===== config.mk =====
export PLATFORM = sky130hd
export DESIGN_NAME = packet_dedup_hash_cache
export DESIGN_NICKNAME = d
export VERILOG_FILES = /design/src/rtl/pdhc_pkg.sv /design/src/rtl/packet_dedup_hash_cache.sv /design/src/rtl/pdhc_ram.sv
export SDC_FILE = /design/constraint.sdc
export NUM_CORES = 2
export LEC_CHECK = 0
export BUFFER_PORTS_ARGS = -buffer_cell sky130_fd_sc_hd__buf_2
export CORE_MARGIN = 10
export CORE_UTILIZATION = 60
export CTS_CLUSTER_SIZE = 10
export DETAILED_ROUTE_END_ITERATION = 8
export PLACE_DENSITY = 0.77
export SLEW_MARGIN = 0
export SYNTH_ARGS = -nofsm -noshare
export SYNTH_HDL_FRONTEND = slang
export SYNTH_SLANG_ARGS = --single-unit

===== constraint.sdc =====
create_clock -name i_clk -period 13.2 [get_ports i_clk]
set_input_delay 1.98 -clock i_clk [delete_from_list [all_inputs] [get_ports i_clk]]
set_output_delay 1.98 -clock i_clk [all_outputs]
set_load 0.02 [all_outputs]

===== src/rtl/pdhc_pkg.sv =====
// ----------------------------------------------------------------------------
// pdhc_pkg
// Widths, constants, table entry layout and the FNV-1a step used by the
// packet duplicate filter.
// ----------------------------------------------------------------------------
package pdhc_pkg;

    // Table size and the widths that follow from it.
    localparam int TABLE_DEPTH = 16;
    localparam int IDX_W       = (TABLE_DEPTH > 1) ? $clog2(TABLE_DEPTH) : 1;
    localparam int RANK_W      = IDX_W;
    localparam int CNT_W       = $clog2(TABLE_DEPTH + 1);

    // Field widths.
    localparam int HASH_W = 64;
    localparam int TIME_W = 32;
    localparam int BYTE_W = 8;
    localparam int MAXE_W = 5;
    localparam int CAP_W  = (CNT_W > MAXE_W) ? CNT_W : MAXE_W;
    localparam int POS_W  = 4;

    // Configuration port.
    localparam int CFG_W     = 32;
    localparam int CFG_IDX_W = 1;
    localparam logic [CFG_IDX_W-1:0] REG_WINDOW_MS   = 1'b0;
    localparam logic [CFG_IDX_W-1:0] REG_MAX_ENTRIES = 1'b1;

    // Reset values of the configuration registers.
    localparam logic [TIME_W-1:0] WINDOW_MS_RESET   = 32'd1000;
    localparam logic [MAXE_W-1:0] MAX_ENTRIES_RESET = 5'd16;

    // FNV-1a constants and the hop limit position.
    localparam logic [HASH_W-1:0] FNV_BASIS     = 64'hcbf29ce484222325;
    localparam logic [POS_W-1:0]  HOP_LIMIT_POS = 4'd7;
    localparam logic [POS_W-1:0]  POS_SAT       = 4'd8;

    // One table entry as stored in the memory.
    typedef struct packed {
        logic [HASH_W-1:0] hash;
        logic [TIME_W-1:0] stamp;
        logic [RANK_W-1:0] rank;
    } t_entry;

    localparam int ENTRY_W = $bits(t_entry);

    // One FNV-1a step. The prime 0x100000001b3 is 2^40 plus 0x1b3, and
    // 0x1b3 has bits 0, 1, 4, 5, 7 and 8 set, so the product is a sum of shifts.
    function automatic logic [HASH_W-1:0] fnv_step(input logic [HASH_W-1:0] hash,
                                                   input logic [BYTE_W-1:0] data);
        logic [HASH_W-1:0] x;
        x = hash ^ {{(HASH_W-BYTE_W){1'b0}}, data};
        return x + (x << 1) + (x << 4) + (x << 5) + (x << 7) + (x << 8) + (x << 40);
    endfunction

endpackage


===== src/rtl/packet_dedup_hash_cache.sv =====
// ----------------------------------------------------------------------------
// packet_dedup_hash_cache: FNV-1a duplicate filter with a recency-ordered table.
// Non-last bytes are taken one per cycle, also while a table lookup runs.
// A last byte waits for an idle table; a hit then runs the scan sweep, decide, a rank-update
// sweep and emit; a miss runs scan, decide, expiry check, a drop sweep per expired entry and
// one for an eviction, insert and emit; each pass sweeps all slots through the RAM read port.
// Reset is synchronous: valid flags in flip-flops clear at once, no clearing pass.
// ----------------------------------------------------------------------------
module packet_dedup_hash_cache (
    input  logic                              i_clk,
    input  logic                              i_rst_n,
    // Byte stream.
    input  logic                              i_valid,
    output logic                              o_ready,
    input  logic [pdhc_pkg::BYTE_W-1:0]       i_packet_byte,
    input  logic                              i_last_byte,
    input  logic [pdhc_pkg::TIME_W-1:0]       i_now_ms,
    // Results.
    output logic                              o_valid,
    input  logic                              i_ready,
    output logic                              o_is_duplicate,
    output logic [pdhc_pkg::HASH_W-1:0]       o_fingerprint,
    // Configuration writes.
    input  logic                              i_cfg_we,
    input  logic [pdhc_pkg::CFG_IDX_W-1:0]    i_cfg_idx,
    input  logic [pdhc_pkg::CFG_W-1:0]        i_cfg_wdata
);

    import pdhc_pkg::*;

    typedef enum logic [2:0] {
        S_IDLE,
        S_SCAN,
        S_DECIDE,
        S_HIT_UPD,
        S_EXP_CHK,
        S_DROP,
        S_INSERT,
        S_EMIT
    } t_state;

    t_state                r_state;

    // Configuration.
    logic [TIME_W-1:0]     r_window_ms;
    logic [MAXE_W-1:0]     r_max_entries;

    // Hashing of the byte stream.
    logic [HASH_W-1:0]     r_hash;
    logic [POS_W-1:0]      r_pos;
    logic [HASH_W-1:0]     n_hash;

    // Lookup context.
    logic [HASH_W-1:0]     r_fp;
    logic [TIME_W-1:0]     r_now;
    logic                  r_dup;
    logic                  r_hit;
    logic [IDX_W-1:0]      r_hit_slot;
    logic [RANK_W-1:0]     r_hit_rank;
    logic [TIME_W-1:0]     r_hit_time;
    logic [IDX_W-1:0]      r_old_slot;
    logic [TIME_W-1:0]     r_old_time;
    logic [IDX_W-1:0]      r_free;
    logic                  r_free_vld;
    logic                  r_evict;

    // Table bookkeeping kept in flip-flops.
    logic [TABLE_DEPTH-1:0] r_valid;
    logic [CNT_W-1:0]       r_count;

    // Sweep over the table memory.
    logic [CNT_W-1:0]      r_addr;
    logic                  r_pend;
    logic [IDX_W-1:0]      r_pidx;

    // Result register.
    logic                  r_out_valid;
    logic                  r_out_dup;
    logic [HASH_W-1:0]     r_out_fp;

    logic                  in_fire;
    logic                  in_sweep;
    logic                  issue;
    logic                  sweep_last;
    logic                  vis_valid;
    logic [IDX_W-1:0]      ram_raddr;
    logic [ENTRY_W-1:0]    ram_rdata;
    logic                  ram_we;
    logic [IDX_W-1:0]      ram_waddr;
    t_entry                rd;
    t_entry                wr;
    logic [TIME_W-1:0]     old_age;
    logic [TIME_W-1:0]     hit_age;
    logic [CAP_W-1:0]      max_ext;
    logic [CAP_W-1:0]      cap;
    logic [CAP_W-1:0]      count_ext;

    // Table memory: fingerprint, time stamp and recency rank per slot.
    pdhc_ram #(
        .WIDTH (ENTRY_W),
        .DEPTH (TABLE_DEPTH)
    ) u_table (
        .i_clk   (i_clk),
        .i_we    (ram_we),
        .i_waddr (ram_waddr),
        .i_wdata (wr),
        .i_raddr (ram_raddr),
        .o_rdata (ram_rdata)
    );

    // A last byte needs the table; other bytes only touch the running hash.
    assign o_ready = !i_last_byte || (r_state == S_IDLE);
    assign in_fire = i_valid && o_ready;

    // Hop limit byte hashes as zero.
    assign n_hash = fnv_step(r_hash, (r_pos == HOP_LIMIT_POS) ? '0 : i_packet_byte);

    // Sweep address generation; data for r_pidx arrives while r_pend is high.
    assign in_sweep   = (r_state == S_SCAN) || (r_state == S_HIT_UPD) || (r_state == S_DROP);
    assign issue      = in_sweep && (r_addr < CNT_W'(TABLE_DEPTH));
    assign ram_raddr  = r_addr[IDX_W-1:0];
    assign rd         = ram_rdata;
    assign vis_valid  = r_valid[r_pidx];
    assign sweep_last = r_pend && (r_pidx == IDX_W'(TABLE_DEPTH - 1));

    // Ages modulo 2^32 and the clamped entry cap.
    assign old_age   = r_now - r_old_time;
    assign hit_age   = r_now - r_hit_time;
    assign max_ext   = CAP_W'(r_max_entries);
    assign count_ext = CAP_W'(r_count);

    always_comb begin
        if (max_ext == '0) begin
            cap = CAP_W'(1);
        end else if (max_ext > CAP_W'(TABLE_DEPTH)) begin
            cap = CAP_W'(TABLE_DEPTH);
        end else begin
            cap = max_ext;
        end
    end

    // Write-back of the memory: rank updates during sweeps, and the insert.
    always_comb begin
        ram_we    = 1'b0;
        ram_waddr = r_pidx;
        wr        = rd;
        unique case (r_state)
            S_HIT_UPD: begin
                if (r_pend && (r_pidx == r_hit_slot)) begin
                    ram_we   = 1'b1;
                    wr.stamp = r_now;
                    wr.rank  = RANK_W'(r_count - 1'b1);
                end else if (r_pend && vis_valid && (rd.rank > r_hit_rank)) begin
                    ram_we  = 1'b1;
                    wr.rank = rd.rank - 1'b1;
                end
            end
            S_DROP: begin
                if (r_pend && vis_valid && (rd.rank != '0)) begin
                    ram_we  = 1'b1;
                    wr.rank = rd.rank - 1'b1;
                end
            end
            S_INSERT: begin
                ram_we    = 1'b1;
                ram_waddr = r_free;
                wr.hash   = r_fp;
                wr.stamp  = r_now;
                wr.rank   = RANK_W'(r_count);
            end
            default: begin
            end
        endcase
    end

    // Control, table bookkeeping and the result register.
    always_ff @(posedge i_clk) begin
        if (!i_rst_n) begin
            r_state       <= S_IDLE;
            r_window_ms   <= WINDOW_MS_RESET;
            r_max_entries <= MAX_ENTRIES_RESET;
            r_hash        <= FNV_BASIS;
            r_pos         <= '0;
            r_valid       <= '0;
            r_count       <= '0;
            r_addr        <= '0;
            r_pend        <= 1'b0;
            r_out_valid   <= 1'b0;
        end else begin
            // Configuration writes.
            if (i_cfg_we) begin
                unique case (i_cfg_idx)
                    REG_WINDOW_MS:   r_window_ms   <= i_cfg_wdata[TIME_W-1:0];
                    REG_MAX_ENTRIES: r_max_entries <= i_cfg_wdata[MAXE_W-1:0];
                    default: begin
                    end
                endcase
            end

            // Running hash over the accepted bytes.
            if (in_fire) begin
                if (i_last_byte) begin
                    r_hash <= FNV_BASIS;
                    r_pos  <= '0;
                end else begin
                    r_hash <= n_hash;
                    if (r_pos < POS_SAT) begin
                        r_pos <= r_pos + 1'b1;
                    end
                end
            end

            // Sweep pipeline.
            r_pend <= issue;
            r_pidx <= ram_raddr;
            if (issue) begin
                r_addr <= r_addr + 1'b1;
            end

            // Result taken downstream; the emit state reloads the register itself.
            if (r_out_valid && i_ready && (r_state != S_EMIT)) begin
                r_out_valid <= 1'b0;
            end

            unique case (r_state)
                S_IDLE: begin
                    if (in_fire && i_last_byte) begin
                        r_fp       <= n_hash;
                        r_now      <= i_now_ms;
                        r_hit      <= 1'b0;
                        r_free_vld <= 1'b0;
                        r_addr     <= '0;
                        r_state    <= S_SCAN;
                    end
                end

                // Find the match, the least recent entry and the lowest free slot.
                S_SCAN: begin
                    if (r_pend) begin
                        if (vis_valid) begin
                            if (!r_hit && (rd.hash == r_fp)) begin
                                r_hit      <= 1'b1;
                                r_hit_slot <= r_pidx;
                                r_hit_rank <= rd.rank;
                                r_hit_time <= rd.stamp;
                            end
                            if (rd.rank == '0) begin
                                r_old_slot <= r_pidx;
                                r_old_time <= rd.stamp;
                            end
                        end else if (!r_free_vld) begin
                            r_free     <= r_pidx;
                            r_free_vld <= 1'b1;
                        end
                    end
                    if (sweep_last) begin
                        r_state <= S_DECIDE;
                    end
                end

                S_DECIDE: begin
                    r_addr <= '0;
                    if (r_hit) begin
                        r_dup   <= (hit_age <= r_window_ms);
                        r_state <= S_HIT_UPD;
                    end else begin
                        r_dup   <= 1'b0;
                        r_evict <= 1'b0;
                        r_state <= S_EXP_CHK;
                    end
                end

                // Hit entry moves to the most recent rank.
                S_HIT_UPD: begin
                    if (sweep_last) begin
                        r_state <= S_EMIT;
                    end
                end

                // Expire the least recent entry, else evict it when full.
                S_EXP_CHK: begin
                    r_addr <= '0;
                    if ((r_count != '0) &&
                        ((old_age > r_window_ms) || (count_ext >= cap))) begin
                        r_evict               <= !(old_age > r_window_ms);
                        r_valid[r_old_slot]   <= 1'b0;
                        r_count               <= r_count - 1'b1;
                        if (!r_free_vld || (r_old_slot < r_free)) begin
                            r_free <= r_old_slot;
                        end
                        r_free_vld            <= 1'b1;
                        r_state               <= S_DROP;
                    end else begin
                        r_state <= S_INSERT;
                    end
                end

                // Shift ranks down and note the new least recent entry.
                S_DROP: begin
                    if (r_pend && vis_valid && (rd.rank == RANK_W'(1))) begin
                        r_old_slot <= r_pidx;
                        r_old_time <= rd.stamp;
                    end
                    if (sweep_last) begin
                        r_state <= r_evict ? S_INSERT : S_EXP_CHK;
                    end
                end

                S_INSERT: begin
                    r_valid[r_free] <= 1'b1;
                    r_count         <= r_count + 1'b1;
                    r_state         <= S_EMIT;
                end

                S_EMIT: begin
                    if (!r_out_valid || i_ready) begin
                        r_out_valid <= 1'b1;
                        r_out_dup   <= r_dup;
                        r_out_fp    <= r_fp;
                        r_state     <= S_IDLE;
                    end
                end

                default: begin
                    r_state <= S_IDLE;
                end
            endcase
        end
    end

    assign o_valid        = r_out_valid;
    assign o_is_duplicate = r_out_dup;
    assign o_fingerprint  = r_out_fp;

endmodule


===== src/rtl/pdhc_ram.sv =====
// ----------------------------------------------------------------------------
// pdhc_ram
// Generic single-clock RAM with one write port and one read port. The read
// data is registered, so it appears in the cycle after the address.
// ----------------------------------------------------------------------------
module pdhc_ram #(
    parameter  int WIDTH = 8,
    parameter  int DEPTH = 16,
    localparam int AW    = (DEPTH > 1) ? $clog2(DEPTH) : 1
) (
    input  logic             i_clk,
    input  logic             i_we,
    input  logic [AW-1:0]    i_waddr,
    input  logic [WIDTH-1:0] i_wdata,
    input  logic [AW-1:0]    i_raddr,
    output logic [WIDTH-1:0] o_rdata
);

    logic [WIDTH-1:0] r_mem [DEPTH];
    logic [WIDTH-1:0] r_rdata;

    // Write port and registered read port.
    always_ff @(posedge i_clk) begin
        if (i_we) begin
            r_mem[i_waddr] <= i_wdata;
        end
        r_rdata <= r_mem[i_raddr];
    end

    assign o_rdata = r_rdata;

endmodule


==> qor.yml <==
rr_endpoint: "r_hash[45]$_SDFFE_PN0P_"
peakVddDrop_mv: 0.568
hold_buffers: 0
clock_skew_ps: 57.4
power.total_mw: 26.4
seq_area_frac_synth_pct: 65.2
worstSetupEndpointType: "register"
grtUsageTotal_pct: 27.3
gp_congestion: 0.925
fmax_mhz: 139
timing.rr.start: "r_pos[0]$_SDFFE_PN0P_"
synth_nets: 6064
post-route-util_pct: 67.3
worstPathMaxFanout: 5
grt_pass1_vias: 51900
fp.dieW_um: 412
syn_inst: 5482
die_h_um: 412
outcome: "finished clean"
io_buffers: 145
antenna_left: 0
reg2reg_slack_ps: 6250
cpPeakStageDelay_ps: 600
drv_slew: 0
layout-drive-gt1-share_pct: 18.0
worstMarginPinSlew_ps: 1400
cts_root_buffer: "clkbuf_16"
slew_headroom_pct: 6.16
tns_ps: 0
finalHoldViolations: 0
highest_layer: "met5"
numCtsBuffers: 230
worst_r2r_path_depth: 26
hold_class: "reg2reg"
clkLatencyLatePin_ps: 880
grt_start_max_net_pins: 154
setup_viol: 0
drtIter0Drc: 5939
crit_path_top_delay_cell: "xnor2_1"
dieArea_sq_um: 170000
mostFrequentLayoutCells: "edfxtp_1 (1849), mux4_2 (505), inv_1 (487)"
grt_pass1_wl_mm: 343
ys_ff_latch: 2085
clk_pin_slew_ps: 60
clock-sinks: 2085
dp_hpwl_mm: 136
p_per_area_nw_per_um2: 257
hold-worst-slack_ps: 432
synth_ff_type: "edfxtp_1"
critPathMostFrequentCell: "inv_1"
wl_per_cell_um: 29.0
fin_crit_ps: 7200
rsz0062_at_grt: "no"
post-cts-setup-buffer-count: 0
io_pins: 146
rows: 143
cts_max_path_buffers: 3
grt_overflow_total: 0
cp_cell_sequence: "buf_2 > nand2_1 > xnor2_1 > inv_1 > fa_1 > inv_1 > fa_1 > inv_1 > fa_1 > inv_1 > ha_1 > ha_1 > o211ai_1 > o211ai_2 > a41oi_2 > o31a_1 > o31a_1 > o21ai_2 > a31oi_1 > o31a_1 > o21ai_2 > xor2_1 > a22oi_1 > nor2b_1"
maxCapViolCount: 0
critPathLaunch: "i_packet_byte[6]"
cts_tree: "built"
period_share_pct: 54.6
drc: 0
criticalPathCategory: "in2reg"
cts_max_level: 4
final_common_cell: "edfxtp_1"
wl_met1_mm: 88.1
p_leak_nw: 35.5
routed-wl-met3_mm: 21.5
antenna_found_initial: 10
synth_cell_type_count: 80
firstDrtPassIters: 7
synth_edf_count: 1849
core_area_sq_um: 152000
area_growth_pct: 11.1
crit_required_ps: 14010
async_flop_share_pct: 0
syn_area_sq_um: 92400
cp-start-kind: "input pin"
yosysWarnings: 0
syn_area_per_cell_sq_um: 16.9
crit_arrival_ps: 8020
cp-endpoint: "r_hash[45]$_SDFFE_PN0P_"
initial_utilization_pct: 60.6
vias: 51000
vias_per_cell: 6.41
final_nets: 6320
routed_wl_mm: 231
met2_wirelength_mm: 112
ctsResizeCount: 0
## per-layer routing
metal / vias to the layer above / track usage, %
li1: 21300 / -
met1: 26400 / 37.2
met2: 2833 / 43.7
met3: 467 / 5.46
met4: 6 / 10.6
met5: - / 0
## how the worst min path moves through the flow
stage,cells past startpoint,from,endpoint,slack [ps]
floorplan,0,r_dup$_SDFFCE_PN0P_,o_is_duplicate$_DFFE_PP_,400
finish,0,r_dup$_SDFFCE_PN0P_,o_is_duplicate$_DFFE_PP_,430
global route,0,r_dup$_SDFFCE_PN0P_,o_is_duplicate$_DFFE_PP_,430
CTS,0,r_dup$_SDFFCE_PN0P_,o_is_duplicate$_DFFE_PP_,430
detailed placement,0,r_dup$_SDFFCE_PN0P_,o_is_duplicate$_DFFE_PP_,420
global placement,0,r_dup$_SDFFCE_PN0P_,o_is_duplicate$_DFFE_PP_,400
## cell families (layout without fill, tap and decap cells)
family / Yosys count / after routing / share of synthesized area [%]
adders and majority gates: 503 / 503 / 8.87
AOI/OAI and AO/OA: 574 / 574 / 4.04
and+or+nand+nor: 879 / 879 / 4.36
other: 0 / 3 / 0
xor gates and xnor gates: 204 / 204 / 1.93
DFF: 2085 / 2085 / 65.2
muxes: 546 / 546 / 12.8
buffers and inverters: 691 / 1134 / 2.81
## flip-flops by register name, summed over array words and instances, names as in the netlist, 5 cells and up
signal,count
u_table.r_mem,1600
r_valid,16
r_hit_time,32
r_addr,5
r_now,32
r_old_time,32
r_fp,64
u_table.o_rdata,100
count_ext,5
o_fingerprint,64
r_hash,64
max_ext,5
r_window_ms,32
## critical path, delay by kind of cell
family | cells | cell delay (ps)
AO/OA/AOI/OAI | 10 | 2310
adder cells (fa/ha/maj) | 5 | 2190
XOR/XNOR | 2 | 780
buffers and inverters | 5 | 550
AND/OR/NAND/NOR | 2 | 200
## report_power, final
part           switching [mW]  internal [mW]
sequential              0.525           8.00
combinational            7.16           4.86
clock                    2.54           3.33
## cells in the mapped netlist, drive strengths merged (5+ instances only)
library cell | count | area share (%)
a211oi | 10 | 0.081
a21boi | 45 | 0.37
a21o | 56 | 0.45
a21oi | 149 | 0.81
a22oi | 26 | 0.21
a31oi | 24 | 0.16
a41oi | 10 | 0.10
and2 | 16 | 0.11
and3 | 13 | 0.088
buf | 42 | 0.17
clkbuf | 162 | 0.66
dfxtp | 236 | 5.1
edfxtp | 1849 | 60
fa | 253 | 5.5
ha | 250 | 3.4
inv | 487 | 2.0
mux2 | 37 | 0.45
mux4 | 505 | 12
nand2 | 428 | 1.7
nand2b | 34 | 0.23
nand3 | 61 | 0.33
nand3b | 11 | 0.089
nand4 | 46 | 0.31
nor2 | 135 | 0.55
nor2b | 65 | 0.44
nor3 | 30 | 0.16
nor4 | 12 | 0.081
o211ai | 27 | 0.23
o21a | 29 | 0.24
o21ai | 118 | 0.65
o21bai | 25 | 0.20
o221ai | 5 | 0.047
o31a | 5 | 0.047
o31ai | 5 | 0.041
or3 | 9 | 0.061
xnor2 | 146 | 1.4
xor2 | 58 | 0.55
## final cells by class
type                            count  area [sq um]
Antenna cell                        3          7.51
Clock buffer                      395          6420
Clock inverter                     24           452
Fill cell                        9864         49800
Inverter                          487          1830
Multi-Input combinational cell   2706         29700
Sequential cell                  2085         60300
Tap cell                         2030          2540
Timing Repair Buffer              228          1410
## through the flow
step,cell area [sq um],setup WS [ps],instances
after floorplan,92400,5840,5482
after global placement,95800,5240,7536
after detailed placement,95800,5180,7536
after CTS,103000,6110,7955
after global routing,103000,5740,7955
final,103000,6000,7958
Power figures use the tool's default switching activity.
